`src/rtl/core/sass_pkg.sv`:
```
// ----------------------------------------------------------------------------
// sass_pkg
// Shared types, codes and defaults of the slide advance and scan sequencer.
// ----------------------------------------------------------------------------
package sass_pkg;

    localparam int TIMER_BITS_DEF = 16;
    localparam int COUNT_BITS_DEF = 8;

    localparam int CFG_IDX_W  = 3;
    localparam int CFG_DATA_W = 16;

    // Configuration register indexes
    localparam logic [CFG_IDX_W-1:0] CFG_SLIDES_TO_SCAN  = 3'd0;
    localparam logic [CFG_IDX_W-1:0] CFG_CHANGE_DELAY_MS = 3'd1;
    localparam logic [CFG_IDX_W-1:0] CFG_CHANGE_PULSE_MS = 3'd2;
    localparam logic [CFG_IDX_W-1:0] CFG_SCAN_DELAY_MS   = 3'd3;
    localparam logic [CFG_IDX_W-1:0] CFG_IR_ENABLE       = 3'd4;
    localparam logic [CFG_IDX_W-1:0] CFG_CABLE_ENABLE    = 3'd5;

    typedef enum logic [3:0] {
        REQ_TICK      = 4'd0,
        REQ_NEXT      = 4'd1,
        REQ_LAST      = 4'd2,
        REQ_START     = 4'd3,
        REQ_STOP      = 4'd4,
        REQ_SCAN      = 4'd5,
        REQ_CLEAR     = 4'd6,
        REQ_ERROR     = 4'd7,
        REQ_SET_COUNT = 4'd8
    } t_req;

    typedef enum logic [2:0] {
        MODE_IDLE  = 3'd0,
        MODE_ERROR = 3'd1,
        MODE_NEXT  = 3'd2,
        MODE_LAST  = 3'd3,
        MODE_SCAN  = 3'd4
    } t_mode;

    typedef enum logic [2:0] {
        FOOT_NONE = 3'd0,
        FOOT_AUTO = 3'd1,
        FOOT_NEXT = 3'd2,
        FOOT_LAST = 3'd3,
        FOOT_SCAN = 3'd4
    } t_footer;

    typedef struct packed {
        logic [7:0]  slides_to_scan;
        logic [15:0] change_delay_ms;
        logic [15:0] change_pulse_ms;
        logic [15:0] scan_delay_ms;
        logic        ir_enable;
        logic        cable_enable;
    } t_cfg;

    localparam t_cfg CFG_RESET = '{
        slides_to_scan:  8'd50,
        change_delay_ms: 16'd2000,
        change_pulse_ms: 16'd200,
        scan_delay_ms:   16'd1000,
        ir_enable:       1'b1,
        cable_enable:    1'b0
    };

    typedef struct packed {
        t_mode   mode;
        logic    auto_active;
        logic    next_drive;
        logic    last_drive;
        logic    ir_trigger;
        logic    cable_trigger;
        t_footer footer_mode;
        logic    count_changed;
    } t_flags;

endpackage

```
`src/rtl/core/sass_core.sv`:
```
// ----------------------------------------------------------------------------
// sass_core
// Sequencer state, millisecond timers and the per-item next-state logic.
// ----------------------------------------------------------------------------
module sass_core
    import sass_pkg::*;
#(
    parameter int TIMER_BITS = TIMER_BITS_DEF,
    parameter int COUNT_BITS = COUNT_BITS_DEF
) (
    input  logic                  i_clk,
    input  logic                  i_rst_n,
    input  logic                  i_take,
    input  logic [3:0]            i_req_type,
    input  logic [7:0]            i_slide_value,
    input  t_cfg                  i_cfg,
    output t_flags                o_flags,
    output logic [COUNT_BITS-1:0] o_count
);

    localparam int TW = (TIMER_BITS > 16) ? TIMER_BITS : 16;
    localparam int CW = (COUNT_BITS > 8) ? COUNT_BITS : 8;
    localparam logic [TW-1:0] TMAX_W = TW'({TIMER_BITS{1'b1}});
    localparam logic [CW-1:0] CMAX_W = CW'({COUNT_BITS{1'b1}});

    function automatic logic [TIMER_BITS-1:0] sat_t(input logic [15:0] v);
        logic [TW-1:0] w;
        w = TW'(v);
        return (w > TMAX_W) ? {TIMER_BITS{1'b1}} : TIMER_BITS'(w);
    endfunction

    function automatic logic [TIMER_BITS-1:0] sat_inc(input logic [TIMER_BITS-1:0] v);
        return (v == {TIMER_BITS{1'b1}}) ? v : v + 1'b1;
    endfunction

    t_mode                 r_fsm,      n_fsm;
    logic [COUNT_BITS-1:0] r_cnt,      n_cnt;
    logic                  r_auto,     n_auto;
    logic [TIMER_BITS-1:0] r_dly_el,   n_dly_el;
    logic [TIMER_BITS-1:0] r_dly_tgt,  n_dly_tgt;
    logic                  r_dly_run,  n_dly_run;
    logic [TIMER_BITS-1:0] r_pls_el,   n_pls_el;
    logic                  r_pls_run,  n_pls_run;
    logic                  r_next_ln,  n_next_ln;
    logic                  r_last_ln,  n_last_ln;
    t_footer               r_footer,   n_footer;

    logic [COUNT_BITS-1:0] lim;
    logic                  ir_stb, cable_stb, cnt_wr;

    assign lim = (CW'(i_cfg.slides_to_scan) > CMAX_W) ? {COUNT_BITS{1'b1}}
                                                     : COUNT_BITS'(i_cfg.slides_to_scan);

    always_comb begin : step
        logic go_next, go_last, go_scan, go_err, go_idle;
        go_next   = 1'b0;
        go_last   = 1'b0;
        go_scan   = 1'b0;
        go_err    = 1'b0;
        go_idle   = 1'b0;
        ir_stb    = 1'b0;
        cable_stb = 1'b0;
        cnt_wr    = 1'b0;
        n_fsm     = r_fsm;
        n_cnt     = r_cnt;
        n_auto    = r_auto;
        n_dly_el  = r_dly_el;
        n_dly_tgt = r_dly_tgt;
        n_dly_run = r_dly_run;
        n_pls_el  = r_pls_el;
        n_pls_run = r_pls_run;
        n_next_ln = r_next_ln;
        n_last_ln = r_last_ln;
        n_footer  = r_footer;

        // Decide which entry action the request calls for; set-count writes the count and ticks advance the timers
        if (i_req_type == REQ_SET_COUNT) begin
            n_cnt  = COUNT_BITS'(CW'(i_slide_value));
            cnt_wr = 1'b1;
        end else if (i_req_type == REQ_TICK) begin
            if (r_pls_run) begin
                n_pls_el = sat_inc(r_pls_el);
                if (n_pls_el >= sat_t(i_cfg.change_pulse_ms)) begin
                    n_pls_run = 1'b0;
                    n_next_ln = 1'b0;
                    n_last_ln = 1'b0;
                end
            end
            if (r_dly_run) begin
                n_dly_el = sat_inc(r_dly_el);
                if (n_dly_el >= r_dly_tgt) begin
                    n_dly_run = 1'b0;
                    case (r_fsm)
                        MODE_NEXT: begin
                            if (r_auto) go_scan = 1'b1;
                            else        go_idle = 1'b1;
                        end
                        MODE_LAST: go_idle = 1'b1;
                        MODE_SCAN: begin
                            if ((r_cnt < lim) && r_auto) go_next = 1'b1;
                            else                         go_idle = 1'b1;
                        end
                        default: ;
                    endcase
                end
            end
        end else if (r_fsm == MODE_ERROR) begin
            // latched until reset
        end else if (i_req_type == REQ_ERROR) begin
            go_err = 1'b1;
        end else if (i_req_type > REQ_SET_COUNT) begin
            go_idle = 1'b1;
        end else if (r_fsm == MODE_IDLE) begin
            case (i_req_type)
                REQ_NEXT: begin
                    n_auto  = 1'b0;
                    go_next = 1'b1;
                end
                REQ_LAST: begin
                    n_auto  = 1'b0;
                    go_last = 1'b1;
                end
                REQ_START: begin
                    n_auto   = 1'b1;
                    n_footer = FOOT_AUTO;
                    go_next  = 1'b1;
                end
                REQ_SCAN: begin
                    n_auto  = 1'b0;
                    go_scan = 1'b1;
                end
                REQ_CLEAR: begin
                    n_cnt  = '0;
                    cnt_wr = 1'b1;
                end
                default: ;
            endcase
        end else if (i_req_type == REQ_STOP || i_req_type == REQ_CLEAR) begin
            go_idle = 1'b1;
        end

        // Apply the entry actions
        if (go_next) begin
            if (!n_auto) n_footer = FOOT_NEXT;
            if (n_cnt < lim) begin
                n_cnt     = n_cnt + 1'b1;
                cnt_wr    = 1'b1;
                n_fsm     = MODE_NEXT;
                n_next_ln = 1'b1;
                n_dly_tgt = sat_t(i_cfg.change_delay_ms);
                n_dly_el  = '0;
                n_dly_run = 1'b1;
                n_pls_el  = '0;
                n_pls_run = 1'b1;
            end else begin
                go_idle = 1'b1;
            end
        end
        if (go_last) begin
            if (!n_auto) n_footer = FOOT_LAST;
            if (n_cnt != '0) begin
                n_cnt     = n_cnt - 1'b1;
                cnt_wr    = 1'b1;
                n_fsm     = MODE_LAST;
                n_last_ln = 1'b1;
                n_dly_tgt = sat_t(i_cfg.change_delay_ms);
                n_dly_el  = '0;
                n_dly_run = 1'b1;
                n_pls_el  = '0;
                n_pls_run = 1'b1;
            end else begin
                go_idle = 1'b1;
            end
        end
        if (go_scan) begin
            if (!n_auto) n_footer = FOOT_SCAN;
            n_fsm     = MODE_SCAN;
            ir_stb    = i_cfg.ir_enable;
            cable_stb = i_cfg.cable_enable;
            n_dly_tgt = sat_t(i_cfg.scan_delay_ms);
            n_dly_el  = '0;
            n_dly_run = 1'b1;
        end
        if (go_err) begin
            n_fsm     = MODE_ERROR;
            n_next_ln = 1'b0;
            n_last_ln = 1'b0;
            n_dly_run = 1'b0;
            n_pls_run = 1'b0;
        end
        if (go_idle) begin
            n_fsm     = MODE_IDLE;
            n_footer  = FOOT_NONE;
            n_next_ln = 1'b0;
            n_last_ln = 1'b0;
            n_dly_run = 1'b0;
            n_pls_run = 1'b0;
            n_auto    = 1'b0;
        end
    end

    always_ff @(posedge i_clk) begin
        if (!i_rst_n) begin
            r_fsm     <= MODE_IDLE;
            r_cnt     <= '0;
            r_auto    <= 1'b0;
            r_dly_el  <= '0;
            r_dly_tgt <= '0;
            r_dly_run <= 1'b0;
            r_pls_el  <= '0;
            r_pls_run <= 1'b0;
            r_next_ln <= 1'b0;
            r_last_ln <= 1'b0;
            r_footer  <= FOOT_NONE;
        end else if (i_take) begin
            r_fsm     <= n_fsm;
            r_cnt     <= n_cnt;
            r_auto    <= n_auto;
            r_dly_el  <= n_dly_el;
            r_dly_tgt <= n_dly_tgt;
            r_dly_run <= n_dly_run;
            r_pls_el  <= n_pls_el;
            r_pls_run <= n_pls_run;
            r_next_ln <= n_next_ln;
            r_last_ln <= n_last_ln;
            r_footer  <= n_footer;
        end
    end

    assign o_flags = '{
        mode:          n_fsm,
        auto_active:   n_auto,
        next_drive:    n_next_ln,
        last_drive:    n_last_ln,
        ir_trigger:    ir_stb,
        cable_trigger: cable_stb,
        footer_mode:   n_footer,
        count_changed: cnt_wr
    };
    assign o_count = n_cnt;

endmodule

```
`src/rtl/core/slide_advance_scan_sequencer.sv`:
```
// ----------------------------------------------------------------------------
// slide_advance_scan_sequencer
// Slide projector advance and camera scan sequencer with ms timers.
// ----------------------------------------------------------------------------
// Each accepted item (a millisecond tick or a command) produces exactly one
// result item in the next cycle. The sequencer state is updated in
// the same cycle the item is taken, and the result sits in a single output
// register; a new item is taken whenever that register is empty or is being
// emptied in the same cycle, so the block sustains one item per clock and
// only stalls while the output side holds ready low. Tick items advance the
// change pulse and delay timers by one count; all time values are therefore
// in ticks. Configuration writes land in the register set at once; write
// them only while no result is pending.
// ----------------------------------------------------------------------------
module slide_advance_scan_sequencer
    import sass_pkg::*;
#(
    parameter int TIMER_BITS = TIMER_BITS_DEF,
    parameter int COUNT_BITS = COUNT_BITS_DEF
) (
    input  logic                  i_clk,
    input  logic                  i_rst_n,
    // configuration write port
    input  logic                  i_cfg_we,
    input  logic [CFG_IDX_W-1:0]  i_cfg_idx,
    input  logic [CFG_DATA_W-1:0] i_cfg_data,
    // request items
    input  logic                  i_in_valid,
    output logic                  o_in_ready,
    input  logic [3:0]            i_req_type,
    input  logic [7:0]            i_slide_value,
    // result items
    output logic                  o_out_valid,
    input  logic                  i_out_ready,
    output logic [2:0]            o_mode,
    output logic [COUNT_BITS-1:0] o_slide_count,
    output logic                  o_auto_active,
    output logic                  o_next_drive,
    output logic                  o_last_drive,
    output logic                  o_ir_trigger,
    output logic                  o_cable_trigger,
    output logic [2:0]            o_footer_mode,
    output logic                  o_count_changed
);

    t_cfg                  r_cfg;
    logic                  take;
    t_flags                n_flags;
    logic [COUNT_BITS-1:0] n_count;
    logic                  r_out_valid;
    t_flags                r_flags;
    logic [COUNT_BITS-1:0] r_count;

    // Register set: write at once, unknown indexes drop
    always_ff @(posedge i_clk) begin
        if (!i_rst_n) begin
            r_cfg <= CFG_RESET;
        end else if (i_cfg_we) begin
            case (i_cfg_idx)
                CFG_SLIDES_TO_SCAN:  r_cfg.slides_to_scan  <= i_cfg_data[7:0];
                CFG_CHANGE_DELAY_MS: r_cfg.change_delay_ms <= i_cfg_data[15:0];
                CFG_CHANGE_PULSE_MS: r_cfg.change_pulse_ms <= i_cfg_data[15:0];
                CFG_SCAN_DELAY_MS:   r_cfg.scan_delay_ms   <= i_cfg_data[15:0];
                CFG_IR_ENABLE:       r_cfg.ir_enable       <= i_cfg_data[0];
                CFG_CABLE_ENABLE:    r_cfg.cable_enable    <= i_cfg_data[0];
                default: ;
            endcase
        end
    end

    // Take an item whenever the result register is free or drains this cycle
    assign o_in_ready = i_rst_n && (!r_out_valid || i_out_ready);
    assign take       = i_in_valid && o_in_ready;

    sass_core #(
        .TIMER_BITS (TIMER_BITS),
        .COUNT_BITS (COUNT_BITS)
    ) u_core (
        .i_clk         (i_clk),
        .i_rst_n       (i_rst_n),
        .i_take        (take),
        .i_req_type    (i_req_type),
        .i_slide_value (i_slide_value),
        .i_cfg         (r_cfg),
        .o_flags       (n_flags),
        .o_count       (n_count)
    );

    // Result register: load on take, drop the valid once the item leaves
    always_ff @(posedge i_clk) begin
        if (!i_rst_n) begin
            r_out_valid <= 1'b0;
        end else if (take) begin
            r_out_valid <= 1'b1;
        end else if (i_out_ready) begin
            r_out_valid <= 1'b0;
        end
    end

    always_ff @(posedge i_clk) begin
        if (take) begin
            r_flags <= n_flags;
            r_count <= n_count;
        end
    end

    assign o_out_valid     = r_out_valid;
    assign o_mode          = r_flags.mode;
    assign o_slide_count   = r_count;
    assign o_auto_active   = r_flags.auto_active;
    assign o_next_drive    = r_flags.next_drive;
    assign o_last_drive    = r_flags.last_drive;
    assign o_ir_trigger    = r_flags.ir_trigger;
    assign o_cable_trigger = r_flags.cable_trigger;
    assign o_footer_mode   = r_flags.footer_mode;
    assign o_count_changed = r_flags.count_changed;

endmodule

```
`config.mk`:
```
export PLATFORM = sky130hd
export DESIGN_NAME = slide_advance_scan_sequencer
export DESIGN_NICKNAME = d
export VERILOG_FILES = /design/src/rtl/core/sass_pkg.sv /design/src/rtl/core/sass_core.sv /design/src/rtl/core/slide_advance_scan_sequencer.sv
export SDC_FILE = /design/constraint.sdc
export NUM_CORES = 1
export LEC_CHECK = 0
export BUFFER_PORTS_ARGS = -buffer_cell sky130_fd_sc_hd__buf_2
export CORE_AREA = 2 2 126 128
export DETAILED_ROUTE_END_ITERATION = 8
export DIE_AREA = 0 0 128 130
export GPL_TIMING_DRIVEN = 0
export HOLD_SLACK_MARGIN = 0.12
export PLACE_DENSITY = 0.73
export SYNTH_ARGS = -nofsm -noshare
export SYNTH_HDL_FRONTEND = slang
export SYNTH_SLANG_ARGS = --single-unit
```
`constraint.sdc`:
```
create_clock -name i_clk -period 15.8 [get_ports i_clk]
set_input_delay 3.16 -clock i_clk [delete_from_list [all_inputs] [get_ports i_clk]]
set_output_delay 3.16 -clock i_clk [all_outputs]
set_load 0.01 [all_outputs]
```
# ---- Word level (Yosys, flattened, before mapping)
# Cells that the tools add are included.
dict set report totals {
  regBits 146
  inputBits 36
  out_inout_bits 22
  elab_cells 243
}
dict set report classes {
  addsub 4
  magnitude_cmp 9
  n_eq_ne 19
  muxes 165
  n_reduce_logical 19
}
# op n
set op_table {}
lappend op_table {{16-bit 2-to-1 mux} 25}
lappend op_table {{1-bit 2-to-1 mux} 105}
lappend op_table {{8-bit 2-to-1 mux} 12}
lappend op_table {{3-bit 2-to-1 mux} 21}
lappend op_table {{16-bit > comparator, second input constant} 3}
lappend op_table {{16-bit by 1-bit adder with 16-bit output, second input constant} 2}
lappend op_table {{16-bit equality test, second input constant} 2}
lappend op_table {{16-bit >= comparator} 2}
lappend op_table {{4-bit by 3-bit equality test with 1-bit output, second input constant} 4}
lappend op_table {{8-bit < comparator} 2}
lappend op_table {{3-bit by 2-bit equality test with 1-bit output, second input constant} 4}
lappend op_table {{2-bit AND reduction} 6}
lappend op_table {{3-bit equality test, second input constant} 3}
lappend op_table {{8-bit by 1-bit adder with 8-bit output, second input constant} 1}
lappend op_table {{4-bit by 2-bit equality test with 1-bit output, second input constant} 2}
lappend op_table {{8-bit > comparator, second input constant} 1}
lappend op_table {{8-bit nonzero test} 1}
lappend op_table {{8-bit by 1-bit subtractor with 8-bit output, second input constant} 1}
lappend op_table {{3-bit by 1-bit equality test with 1-bit output, second input constant} 2}
lappend op_table {{3-bit zero test} 2}
lappend op_table {{4-bit by 1-bit equality test with 1-bit output, second input constant} 1}
lappend op_table {{4-bit equality test, second input constant} 1}
lappend op_table {{4-bit > comparator, second input constant} 1}
lappend op_table {{4-bit zero test} 1}
lappend op_table {{other kinds (8)} 11}

# ---- Longest topological paths before layout
dict set report depth {
  ltp_word 17
  depth_mapped 21
  ltp_nobuf 19
}

# ---- Modules after synthesis
# Synthesis repeated with hierarchy kept, for this count alone.
dict set report unflattened {
  hier_cells 1011
  area_unflattened_um2 8932.3
}
# mod instances cells_per_inst area_per_inst_um2 seq_area_each_um2
set by_module_without_submodules {}
lappend by_module_without_submodules {sass_core 1 758 5973.2 1341.3}
lappend by_module_without_submodules {slide_advance_scan_sequencer 1 253 2959.1 1781.7}

# ---- Worst setup path after synthesis
# No wires, ideal clock.
dict set report synth_path {
  kind {input port to flip-flop}
  start {input i_req_type[1]}
  end {register u_core.r_last_ln}
  setup_ns 0.117
  t_arrival_ns 6.999
  required_ns 15.683
  slack_ns 8.684
  cell_stages 18
  n_path_buf 4
  cell_sequence {clkbuf_1 nor4b_1 clkbuf_1 nand2_1 o21ai_1 ha_1 a211oi_1 nand2_1 o31a_1 nor3_1 a21oi_2 buf_2 mux2i_4 nand2b_1 o21ai_1 buf_2 nor2_1 a32o_1}
}
dict set report synth_between {
  elab_chain_len 16
  elab_cells_between_ends 58
  classes_between {1 x add/sub; 2 x order compare; 7 x eq/ne; 44 x mux; 4 x reduce/logical}
}
# element line_no
set synth_rtl {}
lappend synth_rtl {{start: declaration} slide_advance_scan_sequencer.sv:30} ;# input logic [3:0] i_req_type,
lappend synth_rtl {{4-bit by 3-bit equality test with 1-bit output} {sass_core.sv:114, sass_core.sv:138}}
lappend synth_rtl {{8-bit 2-to-1 mux} sass_core.sv:114} ;# case (i_req_type)
lappend synth_rtl {{8-bit 2-to-1 mux} sass_core.sv:113} ;# end else if (r_fsm == MODE_IDLE) begin
lappend synth_rtl {{8-bit 2-to-1 mux} sass_core.sv:111} ;# end else if (i_req_type > REQ_SET_COUNT) begin
lappend synth_rtl {{8-bit 2-to-1 mux} sass_core.sv:109} ;# end else if (i_req_type == REQ_ERROR) begin
lappend synth_rtl {{8-bit 2-to-1 mux} sass_core.sv:107} ;# end else if (r_fsm == MODE_ERROR) begin
lappend synth_rtl {{8-bit 2-to-1 mux} sass_core.sv:80} ;# end else if (i_req_type == REQ_TICK) begin
lappend synth_rtl {{8-bit 2-to-1 mux} sass_core.sv:77} ;# if (i_req_type == REQ_SET_COUNT) begin
lappend synth_rtl {{8-bit by 1-bit adder with 8-bit output or 8-bit < comparator (tied branches)} {sass_core.sv:146, sass_core.sv:145}}
lappend synth_rtl {{8-bit 2-to-1 mux} sass_core.sv:145} ;# if (n_cnt < lim) begin
lappend synth_rtl {{8-bit 2-to-1 mux} sass_core.sv:143} ;# if (go_next) begin
lappend synth_rtl {{8-bit nonzero test} sass_core.sv:161} ;# if (n_cnt != '0) begin
lappend synth_rtl {{1-bit 2-to-1 mux} sass_core.sv:161}
lappend synth_rtl {{1-bit 2-to-1 mux} sass_core.sv:159} ;# if (go_last) begin
lappend synth_rtl {{1-bit 2-to-1 mux} sass_core.sv:184} ;# if (go_err) begin
lappend synth_rtl {{1-bit 2-to-1 mux (*)} sass_core.sv:191} ;# if (go_idle) begin
lappend synth_rtl {{end signal: assignment} sass_core.sv:225} ;# r_last_ln <= n_last_ln;
lappend synth_rtl {{end: declaration} sass_core.sv:45} ;# logic r_last_ln, n_last_ln;
# Mark *: on every way between the ends. The rest lies on a longest branch, timed or not.
# A chain may end at the register's enable or synchronous reset.

# ---- Worst setup path after layout
dict set report layout_path {
  start {input i_req_type[1]}
  end {register u_core.r_next_ln}
}
dict set report layout_between {
  elab_chain_len 15
  elab_cells_between_ends 58
  classes_between {1 x add/sub; 2 x order compare; 7 x eq/ne; 44 x mux; 4 x reduce/logical}
}
# element line_no
set layout_rtl {}
lappend layout_rtl {{4-bit by 3-bit equality test with 1-bit output} {sass_core.sv:114, sass_core.sv:138}}
lappend layout_rtl {{8-bit 2-to-1 mux} sass_core.sv:114}
lappend layout_rtl {{8-bit 2-to-1 mux} sass_core.sv:113}
lappend layout_rtl {{8-bit 2-to-1 mux} sass_core.sv:111}
lappend layout_rtl {{8-bit 2-to-1 mux} sass_core.sv:109}
lappend layout_rtl {{8-bit 2-to-1 mux} sass_core.sv:107}
lappend layout_rtl {{8-bit 2-to-1 mux} sass_core.sv:80}
lappend layout_rtl {{8-bit 2-to-1 mux} sass_core.sv:77}
lappend layout_rtl {{8-bit by 1-bit adder with 8-bit output or 8-bit < comparator (tied branches)} {sass_core.sv:146, sass_core.sv:145}}
lappend layout_rtl {{8-bit 2-to-1 mux} sass_core.sv:145}
lappend layout_rtl {{8-bit 2-to-1 mux} sass_core.sv:143}
lappend layout_rtl {{8-bit nonzero test} sass_core.sv:161}
lappend layout_rtl {{1-bit 2-to-1 mux} sass_core.sv:161}
lappend layout_rtl {{1-bit 2-to-1 mux} sass_core.sv:159}
lappend layout_rtl {{1-bit 2-to-1 mux (*)} sass_core.sv:191}
lappend layout_rtl {{end signal: assignment} sass_core.sv:224} ;# r_next_ln <= n_next_ln;
lappend layout_rtl {{end: declaration} sass_core.sv:44} ;# logic r_next_ln, n_next_ln;
# Marked as above.

==> flow_metrics.env <==
export IMPL_status="completed"
export IMPL_p_leak_nw=3.77
export IMPL_critPathRequiredTime_ns=16.12
export IMPL_pin_count=58
export IMPL_tritoncts="yes"
export IMPL_achievable_frequency_ghz=0.130
export IMPL_timing_worst_setup_path_type="in -> reg"
export IMPL_synth_most_common_cell="nand2_1"
export IMPL_layout_setup_ws_ns=8.09
export IMPL_antenna_violating_nets_post_route=0
export IMPL_cts_buffers_inserted=17
export IMPL_antennaDiodeCount=0
export IMPL_number_of_search_and_repair_iterations_in_the_first_detailed_routing_pass=5
export IMPL_finalSetupViolations=0
export IMPL_placed_cell_area_mm2=0.00881
export IMPL_clock_skew_ns=0.00989
export IMPL_postSynthCellCount=1032
export IMPL_period_needed_ns=7.71
export IMPL_io_buffers=54
export IMPL_detailedRoute_firstIterationViolations=618
export IMPL_yosysTopAreaCellShare_pct=30.4
export IMPL_die_x_um=128
export IMPL_yosys_cell_types_count=71
export IMPL_synthDominantAreaCellType="dfxtp_1"
export IMPL_synth_seq_cells=146
export IMPL_start_util_pct=53.7
export IMPL_cts_root_buffer="clkbuf_16"
export IMPL_timing_final_hold_violations=0
export IMPL_worst_r2r_setup_slack_ns=9.55
export IMPL_crit_path_start="i_req_type[1]"
export IMPL_standard_cell_rows=46
export IMPL_ff2ff_path_depth=21
export IMPL_post_route_drc_count=0
export IMPL_grt_setup_unrepaired="false"
export IMPL_synth_top_cells_by_area="dfxtp_1 30%, nand2_1 8.7%, ha_1 7.4%, edfxtp_1 7.2%, a21oi_1 4.9%"
export IMPL_post_synth_edffs=20
export IMPL_clockBufferDepth=2
export IMPL_total_vias_in_the_final_route=7882
export IMPL_hold_path_class="reg -> reg"
export IMPL_ir_drop_worst_case_vdd_v=0.0000771
export IMPL_final_net_count=1190
export IMPL_post_drt_wl_per_cell_um=17.3
export IMPL_vias_in_the_first_global_route=7243
export IMPL_worst_endpoint_arrival_ns=8.03
export IMPL_numClockSinks=146
export IMPL_pre_cts_slack_ns=7.65
export IMPL_synth_yosys_warnings=0
export IMPL_largest_net_degree_at_the_start_of_global_routing=30
export IMPL_postCtsHoldBufs=0
export IMPL_gpl_final_weighted_congestion=0.999
export IMPL_worst_slew_pin_slew_ns=1.10
export IMPL_placed_cells_incl_taps=1278
export IMPL_detailedPlacementHpwl_um=16900
export IMPL_global_route_usage_total_pct=28.2
export IMPL_clk_transition_reported_paths_ns=0.06
export IMPL_insertion_delay_ns=0.44
export IMPL_wire_length_of_the_first_global_routing_pass_um=36600
export IMPL_antenna_found_initial=0
export IMPL_wl_um=22700
export IMPL_synth_sequential_area_ratio_pct=37.7
export IMPL_fraction_of_final_layout_cells_with_drive_strength_greater_than_1_pct=10.2
export IMPL_p_total_mw=0.882
export IMPL_ff_to_ff_start="u_core.r_dly_el[4]"
export IMPL_worst_slew_margin_rel_pct=26.3
export IMPL_slew_violations=0
export IMPL_die_y_um=130
export IMPL_setup_tns_final_ns=0
export IMPL_fin_crit_sh_pct=48.8
export IMPL_area_growth_synth_to_final_pct=13.3
export IMPL_finalNonFillerCells=1310
export IMPL_crit_path_max_fanout=10
export IMPL_synthArstFlopShare_pct=0
export IMPL_worst_setup_path_start_kind="primary input"
export IMPL_cts_resized_gates=0
export IMPL_global_route_overflow_total=0
export IMPL_syn_area_per_cell_um2=8.03
export IMPL_ys_top_cells_by_count="191 x nand2_1, 126 x dfxtp_1, 81 x a21oi_1"
export IMPL_crit_path_end="u_core.r_next_ln"
export IMPL_post_cts_repair_setup_buffers=0
export IMPL_setup_worst_path_end_class="flop"
export IMPL_routed_via_density=6.02
export IMPL_cap_violations=0
export IMPL_clock_tree_htree_level_count=4
export IMPL_synth_top_flop_cell="dfxtp_1"
export IMPL_synth_area_mm2=0.00829
export IMPL_power_density_cell_area_mw_per_mm2=93.9
export IMPL_final_area_mm2=0.00939
export IMPL_syn_nets=1117
export IMPL_die_area_mm2=0.0166
export IMPL_r2r_end="u_core.r_next_ln"
export IMPL_placeableCoreArea_mm2=0.0154
-- cells by family (layout without fill, tap and decap cells) --
family	count (synthesis)	count (layout)	share of synthesized area [%]
XOR/XNOR	29	29	3.07
multiplexers	5	5	0.785
flip-flops	146	146	37.7
AO/OA/AOI/OAI	293	293	23.1
buffers and inverters	108	194	5.18
adder cells (fa/ha/maj)	49	49	7.40
AND/OR/NAND/NOR	402	402	22.7
-- power breakdown --
group	leakage (nW)	switching [mW]	internal [mW]
clock network	0.279	0.175	0.226
logic	2.27	0.0610	0.0298
registers	1.21	0.00487	0.386
total	3.77	0.241	0.641
-- how the worst min path moves through the flow --
stage                                    start                    to  slack, ns  cells after the start
after floorplan           u_core.r_dly_tgt[10]  u_core.r_dly_tgt[10]       0.43                      1
after global placement               r_cfg[13]             r_cfg[13]       0.44                      2
after detailed placement             r_cfg[13]             r_cfg[13]       0.44                      2
after CTS                            r_cfg[13]             r_cfg[13]       0.45                      2
after global routing       u_core.r_dly_tgt[2]   u_core.r_dly_tgt[2]       0.48                      1
final                                r_cfg[13]             r_cfg[13]       0.45                      2
-- metal layers --
layer | GRT usage [%] | up-vias | part of all wire [%]
met1 | 37.4 | 3666 | 44
met4 | 13.4 | 0 | 3.5
met5 | 0 | - | 0
met2 | 44.8 | 308 | 45
li1 | - | 3851 | -
met3 | 5.45 | 57 | 7.2
-- stage by stage --
step / util [%] / hold WS (ns)
2_1_floorplan: - / 0.432
3_3_place_gp: 57.0 / 0.440
5_1_grt: 60.9 / 0.476
6_report: 60.9 / 0.453
3_5_place_dp: 57.1 / 0.444
4_1_cts: 60.9 / 0.453
-- cells in the final DEF (no fill, tap or decap), types with 10 or more instances in the layout --
| cell | n |
|---|---|
| a211oi_1 | 10 |
| a21o_1 | 21 |
| a21oi_1 | 81 |
| a22o_1 | 10 |
| a31oi_1 | 24 |
| and2_1 | 15 |
| and3_1 | 21 |
| buf_2 | 60 |
| clkbuf_1 | 40 |
| clkbuf_16 | 17 |
| dfxtp_1 | 126 |
| edfxtp_1 | 20 |
| ha_1 | 49 |
| inv_1 | 55 |
| nand2_1 | 191 |
| nand2b_1 | 11 |
| nand3_1 | 38 |
| nand4_1 | 15 |
| nor2_1 | 54 |
| nor3_1 | 15 |
| o211ai_1 | 10 |
| o21ai_0 | 61 |
| o2bb2ai_1 | 17 |
| or3_1 | 12 |
| xnor2_1 | 20 |
-- registers in the layout (all words and copies together) (netlist names), 3 cells and up --
name and flops:
o_slide_count 8, u_core.r_dly_tgt 16, u_core.r_dly_el 16, o_mode 3, u_core.r_cnt 8, r_cfg 58, u_core.r_pls_el 16, u_core.r_fsm 3
u_core.r_footer 3, o_footer_mode 3
-- critical path, cell delays in order --
cell	delay [ns]
buf_2	0.10
clkbuf_1	0.19
nor4b_1	0.43
clkbuf_1	0.37
nand2_1	0.09
o21ai_1	0.34
ha_1	0.37
a211oi_1	0.20
nand2_1	0.08
o31a_1	0.36
nor4b_4	0.28
a21oi_2	0.13
buf_2	0.28
mux2i_4	0.23
nand2b_1	0.27
o21ai_1	0.44
buf_2	0.30
nor2_1	0.10
a32o_1	0.29
-- cell type report --
class                      count  area [um2]
fill                        1420        6040
multi-input combinational    778        4740
sequential                   146        3120
clock buffer                  18         439
timing repair buffer          54         270
tap                          192         240
buffer                        52         220
inverter                      56         210
clock inverter                14         143
Note: power is estimated with default switching activity, not from simulation.
